$ cat config.mk
export PLATFORM = sky130hd
export DESIGN_NAME = refcounted_id_membership_table_top
export DESIGN_NICKNAME = d
export VERILOG_FILES = /design/src/rtl/core/rcam_pkg.sv /design/src/rtl/core/rcam_ram.sv /design/src/rtl/core/rcam_ctrl.sv /design/src/rtl/core/rcam_dp.sv /design/src/rtl/core/refcounted_id_membership_table_top.sv
export SDC_FILE = /design/constraint.sdc
export NUM_CORES = 1
export LEC_CHECK = 0
export BUFFER_PORTS_ARGS = -buffer_cell sky130_fd_sc_hd__buf_2
export CORE_AREA = 2 2 227 229
export DETAILED_ROUTE_END_ITERATION = 6
export DIE_AREA = 0 0 229 231
export PLACE_DENSITY_LB_ADDON = 0.05
export RECOVER_POWER = 25
export SYNTH_ARGS = -nofsm -noshare
export SYNTH_HDL_FRONTEND = slang
export SYNTH_SLANG_ARGS = --single-unit
$ cat constraint.sdc
create_clock -name clock -period 7.56 [get_ports clock]
set_input_delay 1.134 -clock clock [delete_from_list [all_inputs] [get_ports clock]]
set_output_delay 1.134 -clock clock [all_outputs]
set_load 0.1 [all_outputs]
$ cat src/rtl/core/rcam_pkg.sv
// package for the reference-counted identifier table
// shared types, field widths and code constants; no dependencies
`timescale 1ns / 1ps

package rcam_pkg;

   localparam int KEY_W       = 22;
   localparam int COUNT_W     = 16;
   localparam int OP_W        = 2;
   localparam int STATUS_W    = 2;
   localparam int REQ_TDATA_W = 24;
   localparam int RSP_TDATA_W = 24;

   localparam logic [COUNT_W-1:0] COUNT_MAX = '1;

   // request codes; the unused code behaves as a query
   localparam logic [OP_W-1:0] OP_ADD    = 2'd0;
   localparam logic [OP_W-1:0] OP_REMOVE = 2'd1;
   localparam logic [OP_W-1:0] OP_QUERY  = 2'd2;

   // result status codes
   localparam logic [STATUS_W-1:0] STATUS_OK        = 2'd0;
   localparam logic [STATUS_W-1:0] STATUS_NOT_FOUND = 2'd1;
   localparam logic [STATUS_W-1:0] STATUS_FULL      = 2'd2;
   localparam logic [STATUS_W-1:0] STATUS_OVERFLOW  = 2'd3;

   typedef enum logic [1:0] {
      ST_IDLE,
      ST_COMPARE,
      ST_READ,
      ST_UPDATE
   } state_type;

   // controller to datapath
   typedef struct packed {
      logic load_req;
      logic capture;
      logic commit;
   } cmd_type;

   // datapath to controller
   typedef struct packed {
      logic out_free;
   } sts_type;

endpackage

$ cat src/rtl/core/rcam_ram.sv
// generic single-write, single-read ram with registered read data
// no dependencies
`timescale 1ns / 1ps

module rcam_ram #(
   parameter int WIDTH = 16,
   parameter int DEPTH = 16,
   parameter int ADDR_W = 4
) (
   input  logic              clock,
   input  logic              wr_en,
   input  logic [ADDR_W-1:0] wr_addr,
   input  logic [WIDTH-1:0]  wr_data,
   input  logic [ADDR_W-1:0] rd_addr,
   output logic [WIDTH-1:0]  rd_data
);

   logic [WIDTH-1:0] mem_ff [DEPTH];
   logic [WIDTH-1:0] rd_data_ff;

   always_ff @(posedge clock) begin
      if (wr_en) begin
         mem_ff[wr_addr] <= wr_data;
      end
      rd_data_ff <= mem_ff[rd_addr];
   end

   assign rd_data = rd_data_ff;

endmodule

$ cat src/rtl/core/rcam_ctrl.sv
// sequencer for the identifier table: accept, compare, read, update
// depends on rcam_pkg
`timescale 1ns / 1ps

module rcam_ctrl (
   input  logic              clock,
   input  logic              reset,
   input  logic              req_tvalid,
   output logic              req_tready,
   input  rcam_pkg::sts_type sts,
   output rcam_pkg::cmd_type cmd
);

   import rcam_pkg::*;

   state_type state_ff;
   state_type state_in;

   always_ff @(posedge clock) begin
      if (reset) begin
         state_ff <= ST_IDLE;
      end else begin
         state_ff <= state_in;
      end
   end

   always_comb begin
      state_in     = state_ff;
      req_tready   = 1'b0;
      cmd.load_req = 1'b0;
      cmd.capture  = 1'b0;
      cmd.commit   = 1'b0;
      unique case (state_ff)
         ST_IDLE: begin
            req_tready = 1'b1;
            if (req_tvalid) begin
               cmd.load_req = 1'b1;
               state_in     = ST_COMPARE;
            end
         end
         ST_COMPARE: begin
            cmd.capture = 1'b1;
            state_in    = ST_READ;
         end
         ST_READ: begin
            // count ram read in flight
            state_in = ST_UPDATE;
         end
         ST_UPDATE: begin
            if (sts.out_free) begin
               cmd.commit = 1'b1;
               state_in   = ST_IDLE;
            end
         end
         default: begin
            state_in = ST_IDLE;
         end
      endcase
   end

endmodule

$ cat src/rtl/core/rcam_dp.sv
// datapath: key cells with parallel compare, valid bits, count ram, result register
// depends on rcam_pkg and rcam_ram
`timescale 1ns / 1ps

module rcam_dp #(
   parameter int ENTRIES = 16
) (
   input  logic                               clock,
   input  logic                               reset,
   input  rcam_pkg::cmd_type                  cmd,
   output rcam_pkg::sts_type                  sts,
   input  logic [rcam_pkg::OP_W-1:0]          req_tuser,
   input  logic [rcam_pkg::REQ_TDATA_W-1:0]   req_tdata,
   output logic                               rsp_tvalid,
   input  logic                               rsp_tready,
   output logic [rcam_pkg::STATUS_W-1:0]      rsp_tuser,
   output logic [rcam_pkg::RSP_TDATA_W-1:0]   rsp_tdata
);

   import rcam_pkg::*;

   localparam int IDX_W = (ENTRIES > 1) ? $clog2(ENTRIES) : 1;

   logic [OP_W-1:0]     op_ff;
   logic [KEY_W-1:0]    key_ff;
   logic [ENTRIES-1:0]  match_ff;
   logic [ENTRIES-1:0]  free_ff;
   logic [ENTRIES-1:0]  valid_ff;
   logic [KEY_W-1:0]    slot_key_ff [ENTRIES];

   logic                rsp_valid_ff;
   logic [STATUS_W-1:0] rsp_status_ff;
   logic                rsp_present_ff;
   logic [COUNT_W-1:0]  rsp_count_ff;

   logic [ENTRIES-1:0]  match_in;
   logic [ENTRIES-1:0]  free_in;
   logic                hit;
   logic                has_free;
   logic [IDX_W-1:0]    hit_idx;
   logic [IDX_W-1:0]    free_idx;
   logic [COUNT_W-1:0]  count_rd;
   logic [COUNT_W-1:0]  count_dec;

   logic [STATUS_W-1:0] res_status;
   logic                res_present;
   logic [COUNT_W-1:0]  res_count;
   logic                ram_we;
   logic [IDX_W-1:0]    ram_waddr;
   logic [COUNT_W-1:0]  ram_wdata;
   logic                set_valid;
   logic                clr_valid;

   // one comparator per slot
   always_comb begin
      for (int i = 0; i < ENTRIES; i++) begin
         match_in[i] = valid_ff[i] && (slot_key_ff[i] == key_ff);
         free_in[i]  = !valid_ff[i];
      end
   end

   // lowest set bit wins
   always_comb begin
      hit_idx  = '0;
      free_idx = '0;
      for (int i = ENTRIES - 1; i >= 0; i--) begin
         if (match_ff[i]) begin
            hit_idx = IDX_W'(i);
         end
         if (free_ff[i]) begin
            free_idx = IDX_W'(i);
         end
      end
   end

   assign hit      = |match_ff;
   assign has_free = |free_ff;

   rcam_ram #(
      .WIDTH  (COUNT_W),
      .DEPTH  (ENTRIES),
      .ADDR_W (IDX_W)
   ) u_count_ram (
      .clock   (clock),
      .wr_en   (ram_we),
      .wr_addr (ram_waddr),
      .wr_data (ram_wdata),
      .rd_addr (hit_idx),
      .rd_data (count_rd)
   );

   assign count_dec = (count_rd == '0) ? '0 : count_rd - COUNT_W'(1);

   always_comb begin
      res_status  = STATUS_OK;
      res_present = 1'b0;
      res_count   = '0;
      ram_we      = 1'b0;
      ram_waddr   = hit_idx;
      ram_wdata   = '0;
      set_valid   = 1'b0;
      clr_valid   = 1'b0;
      unique case (op_ff)
         OP_ADD: begin
            if (hit) begin
               res_present = 1'b1;
               if (count_rd == COUNT_MAX) begin
                  res_status = STATUS_OVERFLOW;
                  res_count  = count_rd;
               end else begin
                  ram_we    = cmd.commit;
                  ram_wdata = count_rd + COUNT_W'(1);
                  res_count = count_rd + COUNT_W'(1);
               end
            end else if (has_free) begin
               // insert into the lowest free slot
               ram_we      = cmd.commit;
               ram_waddr   = free_idx;
               ram_wdata   = COUNT_W'(1);
               set_valid   = 1'b1;
               res_present = 1'b1;
               res_count   = COUNT_W'(1);
            end else begin
               res_status = STATUS_FULL;
            end
         end
         OP_REMOVE: begin
            if (!hit) begin
               res_status = STATUS_NOT_FOUND;
            end else begin
               ram_we    = cmd.commit;
               ram_wdata = count_dec;
               if (count_dec == '0) begin
                  clr_valid = 1'b1;
               end else begin
                  res_present = 1'b1;
                  res_count   = count_dec;
               end
            end
         end
         default: begin
            if (hit) begin
               res_present = 1'b1;
               res_count   = count_rd;
            end
         end
      endcase
   end

   always_ff @(posedge clock) begin
      if (cmd.load_req) begin
         op_ff  <= req_tuser;
         key_ff <= req_tdata[KEY_W-1:0];
      end
      if (cmd.capture) begin
         match_ff <= match_in;
         free_ff  <= free_in;
      end
      if (cmd.commit && set_valid) begin
         slot_key_ff[free_idx] <= key_ff;
      end
      if (cmd.commit) begin
         rsp_status_ff  <= res_status;
         rsp_present_ff <= res_present;
         rsp_count_ff   <= res_count;
      end
   end

   always_ff @(posedge clock) begin
      if (reset) begin
         valid_ff     <= '0;
         rsp_valid_ff <= 1'b0;
      end else begin
         if (cmd.commit && set_valid) begin
            valid_ff[free_idx] <= 1'b1;
         end
         if (cmd.commit && clr_valid) begin
            valid_ff[hit_idx] <= 1'b0;
         end
         if (cmd.commit) begin
            rsp_valid_ff <= 1'b1;
         end else if (rsp_tready) begin
            rsp_valid_ff <= 1'b0;
         end
      end
   end

   assign sts.out_free = !rsp_valid_ff || rsp_tready;

   assign rsp_tvalid = rsp_valid_ff;
   assign rsp_tuser  = rsp_status_ff;
   assign rsp_tdata  = {{(RSP_TDATA_W - COUNT_W - 1){1'b0}}, rsp_count_ff, rsp_present_ff};

   // a key never sits in two valid slots
   assert property (@(posedge clock) disable iff (reset)
      cmd.commit |-> $onehot0(match_ff))
      else $error("identifier matched in more than one slot");

   assert property (@(posedge clock) disable iff (reset)
      rsp_valid_ff && !rsp_present_ff |-> rsp_count_ff == '0)
      else $error("absent identifier reported with nonzero count");

   assert property (@(posedge clock) disable iff (reset)
      rsp_valid_ff && rsp_present_ff |->
         (rsp_status_ff == STATUS_OK || rsp_status_ff == STATUS_OVERFLOW) &&
         rsp_count_ff != '0)
      else $error("present identifier with bad status or zero count");

   assert property (@(posedge clock) disable iff (reset)
      rsp_valid_ff && rsp_status_ff == STATUS_OVERFLOW |-> rsp_count_ff == COUNT_MAX)
      else $error("overflow status without saturated count");

   assert property (@(posedge clock) disable iff (reset)
      cmd.commit && set_valid |=> valid_ff[$past(free_idx)])
      else $error("inserted slot not marked valid");

endmodule

$ cat src/rtl/core/refcounted_id_membership_table_top.sv
// Reference-counted identifier table, top level.
//
// Requests arrive on the req_ stream: req_tuser is the operation (add, remove,
// query) and req_tdata carries the 22-bit process identifier. Each request
// gives exactly one word on the rsp_ stream: rsp_tuser is the status (ok, not
// found, table full, count overflow), rsp_tdata holds the present flag and the
// 16-bit open count after the operation.
//
// Each request passes through capture, parallel key compare over all ENTRIES
// slots, count ram read and update; a new request is accepted only once the
// previous one has left the update step. The result is valid in the cycle
// after the update. The next request is taken while a result still waits in
// the output register; if the receiver holds rsp_tready low, the block waits
// in the update step until the output register is free, then continues.
//
// Reset clears all slot valid bits and the output valid flag at once; no
// clearing pass is needed, and the block accepts a request right after reset.
// depends on rcam_pkg, rcam_ctrl, rcam_dp, rcam_ram
`timescale 1ns / 1ps

module refcounted_id_membership_table_top #(
   parameter int ENTRIES = 16
) (
   input  logic                               clock,
   input  logic                               reset,
   input  logic                               req_tvalid,
   output logic                               req_tready,
   input  logic [rcam_pkg::OP_W-1:0]          req_tuser,  // req_type
   input  logic [rcam_pkg::REQ_TDATA_W-1:0]   req_tdata,  // process_id
   output logic                               rsp_tvalid,
   input  logic                               rsp_tready,
   output logic [rcam_pkg::STATUS_W-1:0]      rsp_tuser,  // status
   output logic [rcam_pkg::RSP_TDATA_W-1:0]   rsp_tdata   // present, open_count
);

   import rcam_pkg::*;

   cmd_type cmd;
   sts_type sts;

   rcam_ctrl u_ctrl (
      .clock      (clock),
      .reset      (reset),
      .req_tvalid (req_tvalid),
      .req_tready (req_tready),
      .sts        (sts),
      .cmd        (cmd)
   );

   rcam_dp #(
      .ENTRIES (ENTRIES)
   ) u_dp (
      .clock      (clock),
      .reset      (reset),
      .cmd        (cmd),
      .sts        (sts),
      .req_tuser  (req_tuser),
      .req_tdata  (req_tdata),
      .rsp_tvalid (rsp_tvalid),
      .rsp_tready (rsp_tready),
      .rsp_tuser  (rsp_tuser),
      .rsp_tdata  (rsp_tdata)
   );

endmodule
==> metrics.csv <==
metric,value,unit
outcome,"complete, but fails checks",
failing checks,"capacitance limit, slew limit",
# IOs,58,
RSZ-0062 raised after global routing,no,
complex-gate fraction of the synthesized area,0.04440,
Period minus WS final,4.285,ns
Vias,16467,
Min-Delay Path Depth,1,
Syn Area/Cell,15.43,µm²
post-CTS resize count,0,
Post-synth EDFFs,683,
Yosys warnings,0,
sequential fraction of the synthesis area,0.7107,
Fin Setup TNS,0,ns
Static Leak,10.99,nW
final-report setup violation count,0,
Synth area leaders,"edfxtp_1, xor2_1, mux2i_1, xnor2_1, dfxtp_1",
Final period util,0.5668,
die height,231,µm
synthesis-stage register bit count,718,
Yosys top cell by area,edfxtp_1,
Final Skew,0.01777,ns
die width,229,µm
share of the synthesized area in the top cell type,0.6872,
initial antenna violation count,1,
Slew HR,-0.7783,
antenna cells,0,
DRT Wirelength,67500,µm
first-pass GRT wire length,100800,µm
Worst Tran Pin Value,2.667,ns
die area,52900,µm²
Setup CP Type,reg2reg,
synthesized area,29850,µm²
share of cells above drive strength 1,0.1158,
synthesis-to-layout area growth,11.50,%
Clock Tree Root,clkbuf_16,
crit start category,flip-flop,
TritonCTS clock tree,built,
Pwr Total,0.01101,W
vias per cell,5.984,
"commonest non-fill, non-tap cell in the layout",edfxtp_1,
H-tree Lvls,3,
GP Congestion,0.9180,
total grt overflow,0,
"commonest non-fill, non-tap cells in the layout","edfxtp_1, xor2_1, xnor2_1, mux2i_1, clkbuf_16",
r2r worst-path depth,6,
clk slew on worst S/H paths,0.06,ns
reg2reg end,u_dp.u_count_ram.mem_ff[0][3],
Final Hold Viols,0,
hold_buf cts,0,
core area,50680,µm²
Pwr per Cell Area,331.0,nW/µm²
Hold WC Path Type,reg2reg,
mux cell area share after synthesis,0.04431,
GRT Overall Usage,0.2585,
Std-Cell Rows,83,
Netlist cell types,68,
Worst R2R Setup Slack,3.28,ns
worst endpoint data arrival time,4.50,ns
Layout Nets,2046,
VDD IR-drop max,274.1,µV
hold endpoint,u_dp.free_ff[9],
final slew viol count,595,
CP endpoint kind,flip-flop,
CTS Buffer Depth,3,
initial core utilization,0.5889,
Post-synth ARST share,0,
clk_lat worst skew,0.61,ns
Final ANT Viol Nets,0,
cell count after synthesis,1934,
DRT iter0 DRCs,1711,
Final Core Density,0.6567,
WP data required,7.77,ns
Wirelength per Cell,24.53,µm
FF-to-FF Start,u_dp.free_ff[1],
Synth Area in Simple Gates,0.07408,
critical path peak fanout,16,
max frequency,233.4,MHz
Max Cap Viol,19,
vias in the first global route,16213,
total CTS buffers,76,
post-synthesis xor/xnor area fraction,0.1053,
Setup Buffers After CTS,0,
Adder-Cell Fraction of Synth Area,0.002935,
post-DP HPWL,41240,µm
ys flop type,edfxtp_1,
clock sink total,718,
HP Start,u_dp.valid_ff[9],
largest family of logic cells by synthesized area,XOR/XNOR gates,
residual DRC count,0,
largest net degree at the start of global routing,45,
# port buffers,48,
Initial DRT Pass Iterations,5,
-- per-stage QoR --
stage | setup slack [ns] | instances | hold WS [ns] | instance area, µm²
after detailed placement | 3.261 | 2611 | 0.4579 | 30960
after CTS | 3.313 | 2752 | 0.4716 | 33360
after floorplan | 3.600 | 1940 | 0.4414 | 29870
final | 3.275 | 2752 | 0.4724 | 33280
after global placement | 3.351 | 2611 | 0.4589 | 30960
after global routing | 3.115 | 2752 | 0.4833 | 33280
-- worst max-delay path: stages (launching register included) --
cell and delay [ns]:
edfxtp_1 0.47, or4_1 0.61, nor4_1 0.77, nor2_1 0.20
a21boi_0 0.53, o211ai_1 0.36, nor2_2 0.95
-- synthesized netlist by cell type (8+ instances only) --
cell type / number
a211o_1: 10
a21oi_1: 13
and2_1: 11
buf_1: 15
buf_4: 8
clkbuf_1: 74
dfxtp_1: 35
edfxtp_1: 683
inv_1: 31
mux2_2: 17
mux2i_1: 113
nand2_1: 75
nand2b_1: 10
nand3_1: 10
nand4_1: 56
nor2_1: 92
nor3_1: 43
nor4_1: 65
o21ai_0: 15
o221a_1: 16
o221ai_1: 20
o22ai_1: 36
or4_1: 27
xnor2_1: 118
xor2_1: 241
-- layer usage --
| metal | track usage | share of wire | vias up |
|---|---|---|---|
| met2 | 0.3870 | 0.45 | 578 |
| li1 | - | - | 7483 |
| met3 | 0.04780 | 0.076 | 105 |
| met5 | 0 | 0 | - |
| met1 | 0.3865 | 0.45 | 8301 |
| met4 | 0.08442 | 0.026 | 0 |
-- sequential cells by signal, indices dropped and copies added (netlist names), 16 cells and up --
signal and cells:
u_dp.u_count_ram.mem_ff 256, u_dp.free_ff 16, u_dp.u_count_ram.rd_data 16, u_dp.slot_key_ff 352, u_dp.rsp_count_ff 16, u_dp.key_ff 22, u_dp.match_ff 16, u_dp.valid_ff 16
-- power by group --
group | internal (W) | switching (W)
clock network | 0.00208 | 0.00147
registers | 0.00489 | 0.000231
logic | 0.000716 | 0.00162
-- worst max-delay path by stage --
stage / slack (ns) / end / start / depth (start not counted)
floorplan: 3.60 / u_dp.u_count_ram.mem_ff[0][12] / u_dp.u_count_ram.rd_data[0] / 8
finish: 3.28 / u_dp.u_count_ram.mem_ff[0][3] / u_dp.free_ff[1] / 6
CTS: 3.31 / u_dp.u_count_ram.mem_ff[0][11] / u_dp.free_ff[1] / 6
global placement: 3.35 / u_dp.slot_key_ff[4][12] / rsp_tready / 6
global route: 3.11 / u_dp.u_count_ram.mem_ff[0][11] / u_dp.free_ff[1] / 6
detailed placement: 3.26 / u_dp.slot_key_ff[7][12] / rsp_tready / 6
-- cell type report --
type,instances,area (µm²)
flip-flops and latches,718,21210
clock inverters,24,192.7
inverters,31,116.4
repair buffers,93,499.2
well taps,680,850.8
clock buffers,117,2200
fillers,3696,17400
multi-input cells,1089,8209
-- logic make-up (layout without fill, tap and decap cells) --
group / after synthesis / after routing
flip-flops: 718 / 718
AND/OR/NAND/NOR: 419 / 419
multiplexers: 130 / 130
buffers and inverters: 133 / 265
AO/OA/AOI/OAI: 167 / 167
XOR/XNOR: 359 / 359
other: 1 / 7
adder cells (fa/ha/maj): 7 / 7
Note: power is estimated with default switching activity, not from simulation.
